### config.mk
export PLATFORM = sky130hd
export DESIGN_NAME = ghws_horner_stage
export DESIGN_NICKNAME = d
export VERILOG_FILES = /design/src/rtl/core/ghws_pkg.sv /design/src/rtl/core/ghws_horner_stage.sv
export SDC_FILE = /design/constraint.sdc
export NUM_CORES = 2
export LEC_CHECK = 0
export BUFFER_PORTS_ARGS = -buffer_cell sky130_fd_sc_hd__buf_2
export CAP_MARGIN = 20
export CORE_MARGIN = 10
export CORE_UTILIZATION = 52
export DETAILED_ROUTE_END_ITERATION = 10
export PLACE_DENSITY = 0.7
export SLEW_MARGIN = 10
export SYNTH_ARGS = -nofsm -noshare
export SYNTH_HDL_FRONTEND = slang
export SYNTH_SLANG_ARGS = --single-unit
### constraint.sdc
create_clock -name i_clk -period 21.8 [get_ports i_clk]
set_input_delay 3.27 -clock i_clk [delete_from_list [all_inputs] [get_ports i_clk]]
set_output_delay 3.27 -clock i_clk [all_outputs]
set_load 0.05 [all_outputs]
### src/rtl/core/ghws_pkg.sv
// ============================================================================
// ghws_pkg: shared types and constants for the gated polynomial weight shift
// Widths, fixed-point constants, polynomial coefficients and register codes.
// ============================================================================
package ghws_pkg;

    // Field widths
    localparam int unsigned ENERGY_W = 24;
    localparam int unsigned W_W      = 40;
    localparam int unsigned SIG_W    = 32;
    localparam int unsigned BEAM_W   = 2;

    // Fixed-point formats
    localparam int unsigned E_FRAC = 16;
    localparam int unsigned W_FRAC = 24;
    localparam int unsigned C_FRAC = 40;

    localparam int unsigned POLY_DEGREE_DEF = 8;

    // Energies inside the window stay below 2^20, so the multiplier sees 20 bits.
    localparam int unsigned E_W = 20;

    // Horner accumulator: 40 fractional bits plus headroom for every degree
    // from one to twelve over the energy window.
    localparam int unsigned ACC_W = 54;
    localparam int unsigned SPLIT = ACC_W / 2;

    // Shift factor products.
    localparam int unsigned PD_W = ACC_W + SIG_W;
    localparam int unsigned T_W  = PD_W - C_FRAC;
    localparam int unsigned F_W  = T_W + 1;
    localparam int unsigned R_W  = 64;

    localparam logic signed [ACC_W-1:0] ONE_ACC = ACC_W'(1) << C_FRAC;
    localparam logic signed [F_W-1:0]   F_ONE   = F_W'(1) << W_FRAC;

    localparam logic signed [W_W-1:0] W_MAX = {1'b0, {(W_W-1){1'b1}}};
    localparam logic signed [W_W-1:0] W_MIN = {1'b1, {(W_W-1){1'b0}}};

    // Gating thresholds
    localparam logic [ENERGY_W-1:0]     E_LOW     = ENERGY_W'(81920);
    localparam logic [ENERGY_W-1:0]     E_HIGH    = ENERGY_W'(655360);
    localparam logic signed [SIG_W-1:0] SIGMA_MIN = SIG_W'(168);

    // Beam mode codes
    localparam logic [BEAM_W-1:0] BEAM_FWD  = 2'd0;
    localparam logic [BEAM_W-1:0] BEAM_REV  = 2'd1;
    localparam logic [BEAM_W-1:0] BEAM_BOTH = 2'd2;

    // Configuration port
    localparam int unsigned PADDR_W   = 3;
    localparam int unsigned PDATA_W   = 32;
    localparam int unsigned REG_IDX_W = 1;
    localparam logic [REG_IDX_W-1:0] REG_BEAM_MODE = 1'b0;
    localparam logic [REG_IDX_W-1:0] REG_SIGMA     = 1'b1;

    // Data that rides along with each request through the pipeline.
    typedef struct packed {
        logic                  apply;
        logic signed [W_W-1:0] w;
    } t_side;

    // Polynomial coefficients with 40 fractional bits, rounded to nearest.
    function automatic logic signed [ACC_W-1:0] coef(input int unsigned idx);
        logic signed [ACC_W-1:0] c;
        case (idx)
            0:       c = ACC_W'(64'sd2592208613645);
            1:       c = ACC_W'(-64'sd4559652730155);
            2:       c = ACC_W'(64'sd5094971956370);
            3:       c = ACC_W'(-64'sd2697058042469);
            4:       c = ACC_W'(64'sd766468456211);
            5:       c = ACC_W'(-64'sd124021613078);
            6:       c = ACC_W'(64'sd11450973799);
            7:       c = ACC_W'(-64'sd561874631);
            8:       c = ACC_W'(64'sd11369280);
            default: c = '0;
        endcase
        return c;
    endfunction

endpackage

### src/rtl/core/ghws_horner_stage.sv
// ============================================================================
// ghws_horner_stage: one Horner step
// Multiplies the accumulator by the energy, drops 16 fractional bits (floor)
// and adds the next coefficient, then registers the result.
// ============================================================================
module ghws_horner_stage #(
    parameter int unsigned COEF_IDX = 0
) (
    input  logic                               i_clk,
    input  logic                               i_en,
    input  logic signed [ghws_pkg::ACC_W-1:0]  i_acc,
    input  logic [ghws_pkg::E_W-1:0]           i_energy,
    input  ghws_pkg::t_side                    i_side,
    output logic signed [ghws_pkg::ACC_W-1:0]  o_acc,
    output logic [ghws_pkg::E_W-1:0]           o_energy,
    output ghws_pkg::t_side                    o_side
);

    localparam logic signed [ghws_pkg::ACC_W-1:0] COEF = ghws_pkg::coef(COEF_IDX);

    logic signed [ghws_pkg::ACC_W+ghws_pkg::E_W:0] prod;
    logic signed [ghws_pkg::ACC_W-1:0]             n_acc;
    logic signed [ghws_pkg::ACC_W-1:0]             r_acc;
    logic [ghws_pkg::E_W-1:0]                      r_energy;
    ghws_pkg::t_side                               r_side;

    assign prod  = i_acc * $signed({1'b0, i_energy});
    // An arithmetic right shift of the product is the floor of the quotient.
    assign n_acc = $signed(prod[ghws_pkg::ACC_W+ghws_pkg::E_FRAC-1:ghws_pkg::E_FRAC]) + COEF;

    always_ff @(posedge i_clk) begin
        if (i_en) begin
            r_acc    <= n_acc;
            r_energy <= i_energy;
            r_side   <= i_side;
        end
    end

    assign o_acc    = r_acc;
    assign o_energy = r_energy;
    assign o_side   = r_side;

endmodule

==> impl_metrics.yaml <==
die:
  rows: 102
  initial_core_util_pct: 52.4
  dieArea_sq_um: 89500
  die_x_um: 299
  core_area_sq_um: 77300
  num_io_pins: 232
  die_h_um: 299
global_route:
  grt_use_total_pct: 26.9
  grt_pass1_vias: 33224
  antenna_found_initial: 8
  grt_pass1_wl_um: 187000
  grt_max_degree: 62
  grt_overflow: 0
worst_setup_path:
  cp_slowest_stage_delay_ns: 0.61
  crit_path_end: "o_acc[52]"
  path_max_fanout: 30
  crit_path_end_kind: "flop"
  critPathLaunch: "i_energy[15]"
  crit_top_cell: "fa_1"
  start_kind: "primary input"
  crit_type: "primary input to flop"
  cp_data_arrival_time_ns: 13.08
  worstPathRequired_ns: 22.05
  cpMaxStageDelayCell: "o31ai_1"
place:
  io_buffers: 231
  post-place-cells: 5489
  dpl.hpwl_um: 87700
  place.gp.congestion: 0.962
run:
  max-cap-violations: 0
sta:
  hold_violations: 0
  setup-tns-final_ns: 0
  finalCriticalPeriod_ns: 12.84
  setup_viol: 0
  relSlewSlack_pct: 34.9
  tightest_slew_ns: 0.977
  fin_crit_sh_pct: 58.9
  grt_setup_unrepaired: "no"
  drv_slew: 0
  fmax_mhz: 77.9
clock_network:
  root_buffer: "clkbuf_16"
  ctsResizeCount: 0
  clk_pin_slew_worst_paths_ns: 0.07
  cts-hold-fix-buffers: 0
  numCtsBuffers: 17
  cts_setup_buffers: 0
  cts_buffer_depth: 2
  htreeDepth: 4
  numClockSinks: 115
  cts_tree: "yes"
routing:
  viasPerCell: 5.44
  first_iter_violations: 2168
  vias: 30078
  wl_per_cell_um: 21.0
  final_antenna_net_count: 0
  first_pass_iters: 6
  wirelength_um: 116000
  drc: 0
yosys:
  ys_warn_count: 0
  syn_area_sq_um: 40500
  synth_xor_area_share_pct: 2.37
  synth_cell_types: 91
  synth_seq_area_share_pct: 8.52
  synth_top_family_by_area: "adder cells"
  synthFlopType: "edfxtp_1"
  syn_nets: 5713
  synthArstFlopShare_pct: 0
  yosys.area_share.simple_pct: 17.1
  synthCells: 4443
  synthAdderAreaFrac_pct: 53.9
  avgSynthCellArea_sq_um: 9.12
  synth_compound_area_share_pct: 5.05
  synth.ff_latch_count: 115
  synth_edf_count: 115
  synthMuxAreaShare_pct: 0.179
finish:
  layoutNonFillerInstCount: 5525
  final_common_cell: "inv_1"
  final_cell_mix: "inv_1, fa_1, nand2_1"
  nets: 5738
  layout-drive-gt1-share_pct: 7.30
  fin_util_pct: 55.3
  areaGrowthSynthToFinish_pct: 5.42
min_path:
  hp-class: "primary input to flop"
status:
  status: "completed"
-- layer usage --
metal / part of all wire (%) / GRT usage [%] / wire (um) / vias up
met5: 0.23 / 1.51 / 268 / -
met2: 48 / 44.2 / 55100 / 1325
met3: 9.4 / 6.14 / 10900 / 257
li1: - / - / - / 12934
met4: 3.1 / 9.03 / 3570 / 14
met1: 40 / 34.8 / 46000 / 15548
-- worst min-delay path by stage --
stage	from	slack, ns	end	depth (start not counted)
final	i_side[7]	2.94	o_side[7]	1
after global routing	i_side[10]	2.93	o_side[10]	1
after CTS	i_side[2]	2.91	o_side[2]	1
after detailed placement	i_side[24]	3.45	o_side[24]	1
after global placement	i_side[27]	3.45	o_side[27]	1
after floorplan	i_energy[0]	3.37	o_energy[0]	0
-- cells in the mapped netlist, types with 7 or more instances --
cell type / number / share of area, %
and3_1: 7 / 0.11
o21a_1: 15 / 0.28
nand2b_1: 9 / 0.14
nand4_1: 21 / 0.32
a31oi_1: 8 / 0.12
ha_1: 166 / 5.1
and2_1: 554 / 8.5
or3_1: 9 / 0.14
nor2_1: 73 / 0.68
nor3_1: 22 / 0.27
xor2_1: 38 / 0.82
a21oi_1: 105 / 1.3
a211oi_1: 13 / 0.24
o21bai_1: 8 / 0.15
o211ai_1: 14 / 0.26
nand2_1: 615 / 5.7
clkbuf_1: 235 / 2.2
o21ai_0: 50 / 0.62
nand3_1: 25 / 0.31
nor4_1: 8 / 0.12
fa_1: 987 / 49
inv_1: 1125 / 10
a21o_1: 14 / 0.26
xnor2_1: 70 / 1.5
edfxtp_1: 115 / 8.5
-- stage by stage --
step / worst slack [ns] / instance area (sq um) / hold WS, ns
floorplan: 10.60 / 40500 / 3.37
global route: 8.67 / 42700 / 2.93
finish: 8.96 / 42700 / 2.94
CTS: 9.35 / 42700 / 2.91
global placement: 8.79 / 42200 / 3.45
detailed placement: 8.82 / 42200 / 3.45
-- layout make-up --
cell class                      instances  area, sq um
Clock buffer                           18          429
Inverter                             1125         4220
Antenna cell                            5         12.5
Fill cell                            7112        34600
Sequential cell                       115         3450
Multi-Input combinational cell       2954        31900
Tap cell                             1040         1300
Timing Repair Buffer                  255         1340
Clock inverter                         13          113
-- registers in the layout, summed over array words and instances (netlist names) --
name	cells
o_acc	54
o_energy	20
o_side	41
-- cell families after synthesis --
kind of cell,Yosys count
buf+inv,1374
flops,115
simple gates,1385
xor+xnor,109
fa+ha+maj,1153
compound gates,300
mux,7
-- critical path: cells and delay by family --
family                   cells  cell delay (ns)
buffers and inverters        6             1.09
AO/OA/AOI/OAI                8             3.14
adder cells (fa/ha/maj)      8             3.83
XOR/XNOR                     2             0.38
AND/OR/NAND/NOR              5             1.27
Power is left out: the tool's default activity adds up to more than one toggle a clock period on the data nets, which glitch-free logic cannot reach.
