$ cat config.mk
export PLATFORM = sky130hd
export DESIGN_NAME = ghws_cfg
export DESIGN_NICKNAME = d
export VERILOG_FILES = /design/src/rtl/core/ghws_pkg.sv /design/src/rtl/core/ghws_cfg.sv
export SDC_FILE = /design/constraint.sdc
export NUM_CORES = 1
export LEC_CHECK = 0
export BUFFER_PORTS_ARGS = -buffer_cell sky130_fd_sc_hd__buf_2
export CORE_AREA = 2 2 72 74
export DETAILED_ROUTE_END_ITERATION = 7
export DIE_AREA = 0 0 74 76
export PLACE_DENSITY = 0.67
export SETUP_SLACK_MARGIN = 0.02
export SYNTH_ARGS = -nofsm -noshare
export SYNTH_HDL_FRONTEND = slang
export SYNTH_SLANG_ARGS = --single-unit
$ cat constraint.sdc
create_clock -name i_clk -period 1.05 [get_ports i_clk]
set_clock_uncertainty 0.1 [all_clocks]
set_input_delay 0.105 -clock i_clk [delete_from_list [all_inputs] [get_ports i_clk]]
set_output_delay 0.105 -clock i_clk [all_outputs]
set_load 0.01 [all_outputs]
$ cat src/rtl/core/ghws_pkg.sv
// ============================================================================
// ghws_pkg: shared types and constants for the gated polynomial weight shift
// Widths, fixed-point constants, polynomial coefficients and register codes.
// ============================================================================
package ghws_pkg;

    // Field widths
    localparam int unsigned ENERGY_W = 24;
    localparam int unsigned W_W      = 40;
    localparam int unsigned SIG_W    = 32;
    localparam int unsigned BEAM_W   = 2;

    // Fixed-point formats
    localparam int unsigned E_FRAC = 16;
    localparam int unsigned W_FRAC = 24;
    localparam int unsigned C_FRAC = 40;

    localparam int unsigned POLY_DEGREE_DEF = 8;

    // Energies inside the window stay below 2^20, so the multiplier sees 20 bits.
    localparam int unsigned E_W = 20;

    // Horner accumulator: 40 fractional bits plus headroom for every degree
    // from one to twelve over the energy window.
    localparam int unsigned ACC_W = 54;
    localparam int unsigned SPLIT = ACC_W / 2;

    // Shift factor products.
    localparam int unsigned PD_W = ACC_W + SIG_W;
    localparam int unsigned T_W  = PD_W - C_FRAC;
    localparam int unsigned F_W  = T_W + 1;
    localparam int unsigned R_W  = 64;

    localparam logic signed [ACC_W-1:0] ONE_ACC = ACC_W'(1) << C_FRAC;
    localparam logic signed [F_W-1:0]   F_ONE   = F_W'(1) << W_FRAC;

    localparam logic signed [W_W-1:0] W_MAX = {1'b0, {(W_W-1){1'b1}}};
    localparam logic signed [W_W-1:0] W_MIN = {1'b1, {(W_W-1){1'b0}}};

    // Gating thresholds
    localparam logic [ENERGY_W-1:0]     E_LOW     = ENERGY_W'(81920);
    localparam logic [ENERGY_W-1:0]     E_HIGH    = ENERGY_W'(655360);
    localparam logic signed [SIG_W-1:0] SIGMA_MIN = SIG_W'(168);

    // Beam mode codes
    localparam logic [BEAM_W-1:0] BEAM_FWD  = 2'd0;
    localparam logic [BEAM_W-1:0] BEAM_REV  = 2'd1;
    localparam logic [BEAM_W-1:0] BEAM_BOTH = 2'd2;

    // Configuration port
    localparam int unsigned PADDR_W   = 3;
    localparam int unsigned PDATA_W   = 32;
    localparam int unsigned REG_IDX_W = 1;
    localparam logic [REG_IDX_W-1:0] REG_BEAM_MODE = 1'b0;
    localparam logic [REG_IDX_W-1:0] REG_SIGMA     = 1'b1;

    // Data that rides along with each request through the pipeline.
    typedef struct packed {
        logic                  apply;
        logic signed [W_W-1:0] w;
    } t_side;

    // Polynomial coefficients with 40 fractional bits, rounded to nearest.
    function automatic logic signed [ACC_W-1:0] coef(input int unsigned idx);
        logic signed [ACC_W-1:0] c;
        case (idx)
            0:       c = ACC_W'(64'sd2592208613645);
            1:       c = ACC_W'(-64'sd4559652730155);
            2:       c = ACC_W'(64'sd5094971956370);
            3:       c = ACC_W'(-64'sd2697058042469);
            4:       c = ACC_W'(64'sd766468456211);
            5:       c = ACC_W'(-64'sd124021613078);
            6:       c = ACC_W'(64'sd11450973799);
            7:       c = ACC_W'(-64'sd561874631);
            8:       c = ACC_W'(64'sd11369280);
            default: c = '0;
        endcase
        return c;
    endfunction

endpackage

$ cat src/rtl/core/ghws_cfg.sv
// ============================================================================
// ghws_cfg: configuration registers
// APB-style register file holding the beam mode and the signed shift size.
// ============================================================================
module ghws_cfg (
    input  logic                               i_clk,
    input  logic                               i_rst_n,
    input  logic                               psel,
    input  logic                               penable,
    input  logic                               pwrite,
    input  logic [ghws_pkg::PADDR_W-1:0]       paddr,
    input  logic [ghws_pkg::PDATA_W-1:0]       pwdata,
    output logic [ghws_pkg::PDATA_W-1:0]       prdata,
    output logic                               pready,
    output logic [ghws_pkg::BEAM_W-1:0]        o_beam_mode,
    output logic signed [ghws_pkg::SIG_W-1:0]  o_sigma_shift
);

    logic [ghws_pkg::BEAM_W-1:0]       r_beam_mode;
    logic signed [ghws_pkg::SIG_W-1:0] r_sigma;
    logic [ghws_pkg::REG_IDX_W-1:0]    reg_idx;
    logic                              wr_en;

    assign reg_idx = paddr[ghws_pkg::PADDR_W-1:ghws_pkg::PADDR_W-ghws_pkg::REG_IDX_W];
    assign wr_en   = psel && penable && pwrite;
    assign pready  = 1'b1;

    always_ff @(posedge i_clk) begin
        if (!i_rst_n) begin
            r_beam_mode <= ghws_pkg::BEAM_BOTH;
            r_sigma     <= '0;
        end else if (wr_en) begin
            case (reg_idx)
                ghws_pkg::REG_BEAM_MODE: r_beam_mode <= pwdata[ghws_pkg::BEAM_W-1:0];
                ghws_pkg::REG_SIGMA:     r_sigma     <= $signed(pwdata[ghws_pkg::SIG_W-1:0]);
                default: begin
                end
            endcase
        end
    end

    always_comb begin
        case (reg_idx)
            ghws_pkg::REG_BEAM_MODE: prdata = ghws_pkg::PDATA_W'(r_beam_mode);
            ghws_pkg::REG_SIGMA:     prdata = ghws_pkg::PDATA_W'(r_sigma);
            default:                 prdata = '0;
        endcase
    end

    assign o_beam_mode   = r_beam_mode;
    assign o_sigma_shift = r_sigma;

endmodule

==> metrics.md <==
| Metric | Value |
|---|---|
| Detailed Route WL | `4750 µm` |
| Antenna viol nets, final | `0` |
| Clock group share of total power | `0.349` |
| Unique masters post-synth | `13` |
| Lkg Pwr | `1.45 nW` |
| Arr. time, crit path | `1.02 ns` |
| Mux contribution to synthesized area | `0.223` |
| Vias per cell | `4.29` |
| Net Sw Frac | `0.237` |
| Area share of fa/ha/maj cells after synthesis | `0` |
| Final hold violation count | `0` |
| Critical Path Sink Type | `output port` |
| Clk sinks | `34` |
| Initial Utilization | `0.332` |
| Logic depth of the worst register-to-register path | `4` |
| Worst setup path category | `reg2out` |
| Root Driver | `clkbuf_8` |
| Overall routing resource usage | `0.159` |
| Clock Tree Buf Depth | `2` |
| Critical path startpoint | `o_sigma_shift[1]` |
| Xor/xnor share of the synthesized area | `0` |
| IO Pins | `107` |
| Internal power | `2.14 mW` |
| P per Cell Area | `927 mW/mm²` |
| R2R Setup Slk | `0.18 ns` |
| First-pass GRT wire length | `7050 µm` |
| PnR worst setup slack | `-0.175 ns` |
| Detailed Route Iter0 Violations | `58` |
| Cts bufs inserted | `5` |
| Antenna violations before repair | `0` |
| Largest net degree at the start of global routing | `35` |
| CP startpoint kind | `register` |
| Setup violators final | `25` |
| TritonCTS clock tree | `done` |
| Vias in the first global route | `1599` |
| Max_cap viols | `0` |
| Synth Cell Area | `0.00163 mm²` |
| Synth Area in Simple Gates | `0.283` |
| Core area | `0.00491 mm²` |
| Worst-Skew Late Latency | `0.28 ns` |
| WL/cell | `11.8 µm` |
| Mapped Cells | `185` |
| Detailed Routing Iterations Pass 1 | `4` |
| Synth warn | `0` |
| GPL Wtd Cong | `0.717` |
| DRC violations left | `0` |
| Synthesized area per cell | `8.81 µm²` |
| # nets final | `370` |
| Critical path fanouts, max | `2` |
| Dpl hpwl | `2800 µm` |
| Max-slew violations | `0` |
| Req. time, crit path | `0.84 ns` |
| Share of layout cells above drive strength 1 | `0.565` |
| Share of the synthesized area in the top cell type | `0.418` |
| Combinational family with the most area after synthesis | `simple AND/OR/NAND/NOR gates` |
| Worst reg2reg startpoint | `o_sigma_shift[16]` |
| Via count | `1721` |
| Highest Clock Rate | `0.816 GHz` |
| Register share of total power | `0.479` |
| Die area | `0.00562 mm²` |
| Synthesized Nets | `225` |
| Dpl ws | `-0.0695 ns` |
| #FFs+latches synth | `34` |
| Remaining global-route overflow | `0` |
| End of the critical path | `prdata[1]` |
| RSZ-0062 raised after global routing | `yes` |
| Fin crit share | `1.17` |
| Die Wd | `74 µm` |
| Number of port buffers | `103` |
| Die Y | `76 µm` |
| Capture point of the worst reg-to-reg path | `o_sigma_shift[16]` |
| Sequential share of the synthesized area | `0.418` |
| Area contributors post-synth | `dfxtp_1, mux2i_1, nand2_1` |
| Synth Area in Compound Gates | `0` |
| Violated checks | `setup timing` |
| Sw Pwr | `664 µW` |
| Peak VDD IR | `585 µV` |
| Cell accounting for the most synthesized area | `dfxtp_1` |
| Hold Crit Class | `in2reg` |
| Clock slew at the register clock pins of the worst setup and hold paths | `0.07 ns` |
| Setup tns final | `-0.520 ns` |
| Comb power frac | `0.172` |
| Min Tclk post-route | `1.23 ns` |
| H-tree depth | `2` |
| Area Growth Syn to Fin | `85.6%` |
| # diodes | `0` |
| Status | `finished, violations left` |
| Row count | `26` |
-- routing by layer --
| layer | vias to the layer above | GRT usage | wire length, µm |
|---|---|---|---|
| met3 | 11 | 0.0489 | 273 |
| met5 | - | 0 | 0 |
| met4 | 0 | 0.0709 | 98 |
| met2 | 66 | 0.276 | 2490 |
| met1 | 773 | 0.174 | 1890 |
| li1 | 871 | - | - |
-- synth_stat cells --
cell	instances
and4_1	1
and2_1	30
dfxtp_1	34
buf_4	2
mux2_2	2
clkbuf_1	9
nor2b_1	2
conb_1	1
nand4b_1	1
buf_6	1
mux2i_1	34
nand2_1	65
buf_12	3
-- metrics by stage --
stage / instances / instance area, µm² / power [mW] / hold WS [ns] / util
after CTS: 395 / 2780 / 2.82 / 0.0779 / 0.566
after global routing: 401 / 3020 / 2.94 / 0.0949 / 0.615
after floorplan: 185 / 1630 / 1.54 / 0.147 / -
final: 401 / 3020 / 2.80 / 0.0946 / 0.615
after detailed placement: 351 / 2250 / 1.70 / 0.261 / 0.458
after global placement: 351 / 2250 / 1.70 / 0.252 / 0.458
-- layout by cell type, fill, tap and decap left out --
cell            n
nand4b_1        1
mux2_2          1
and2_1          8
buf_12          6
dfxtp_2        34
nand2_1        65
conb_1          1
mux2i_1        34
mux2_4          1
clkbuf_1        1
clkbuf_8        6
dlygate4sd3_1  32
nor2b_1         2
buf_4           9
and4_2          1
and2_4         22
buf_6          31
buf_2          75
clkinv_2        1
-- final cells by class --
| type | instances | area (µm²) |
|---|---|---|
| Multi-Input combinational cell | 136 | 888 |
| Fill cell | 396 | 1890 |
| Timing Repair Buffer | 153 | 1230 |
| Sequential cell | 34 | 723 |
| Clock inverter | 1 | 5.00 |
| Clock buffer | 7 | 86.3 |
| Tap cell | 70 | 87.6 |
-- state kept, by name, indices dropped and copies added, names as in the netlist --
name,flops
o_sigma_shift,32
o_beam_mode,2
-- power groups by stage --
stage                     clock network, mW  registers (mW)  logic (mW)
final                                 0.977            1.34       0.482
after global routing                   1.07            1.35       0.523
after CTS                              1.04            1.34       0.447
after detailed placement                  0            1.37       0.336
after global placement                    0            1.36       0.332
after floorplan                           0            1.38       0.160
-- what timing repair did --
action	CTS	global route
hold endpoints to repair	34	0
buffers inserted	4	7
resized for setup	41	48
gates cloned	0	0
hold buffers	32	0
setup endpoints to repair	32	37
-- how the worst min path moves through the flow --
stage	from	to	slack, ns	depth (start not counted)
final	penable	o_beam_mode[0]	0.09	3
after global routing	penable	o_beam_mode[0]	0.09	3
after CTS	i_rst_n	o_sigma_shift[30]	0.08	3
after detailed placement	pwdata[21]	o_sigma_shift[21]	0.26	3
after global placement	pwdata[8]	o_sigma_shift[8]	0.25	3
after floorplan	pwdata[10]	o_sigma_shift[10]	0.15	2
-- kinds of logic (layout without fill, tap and decap cells) --
family,Yosys count,after routing
buf+inv,15,161
flops,34,34
other cells,1,1
simple gates,99,99
mux,36,36
-- worst max-delay path, stage by stage (launching register included) --
cell	delay (ns)
dfxtp_2	0.33
mux2_2	0.28
buf_6	0.13
(Power assumes the default switching activity.)
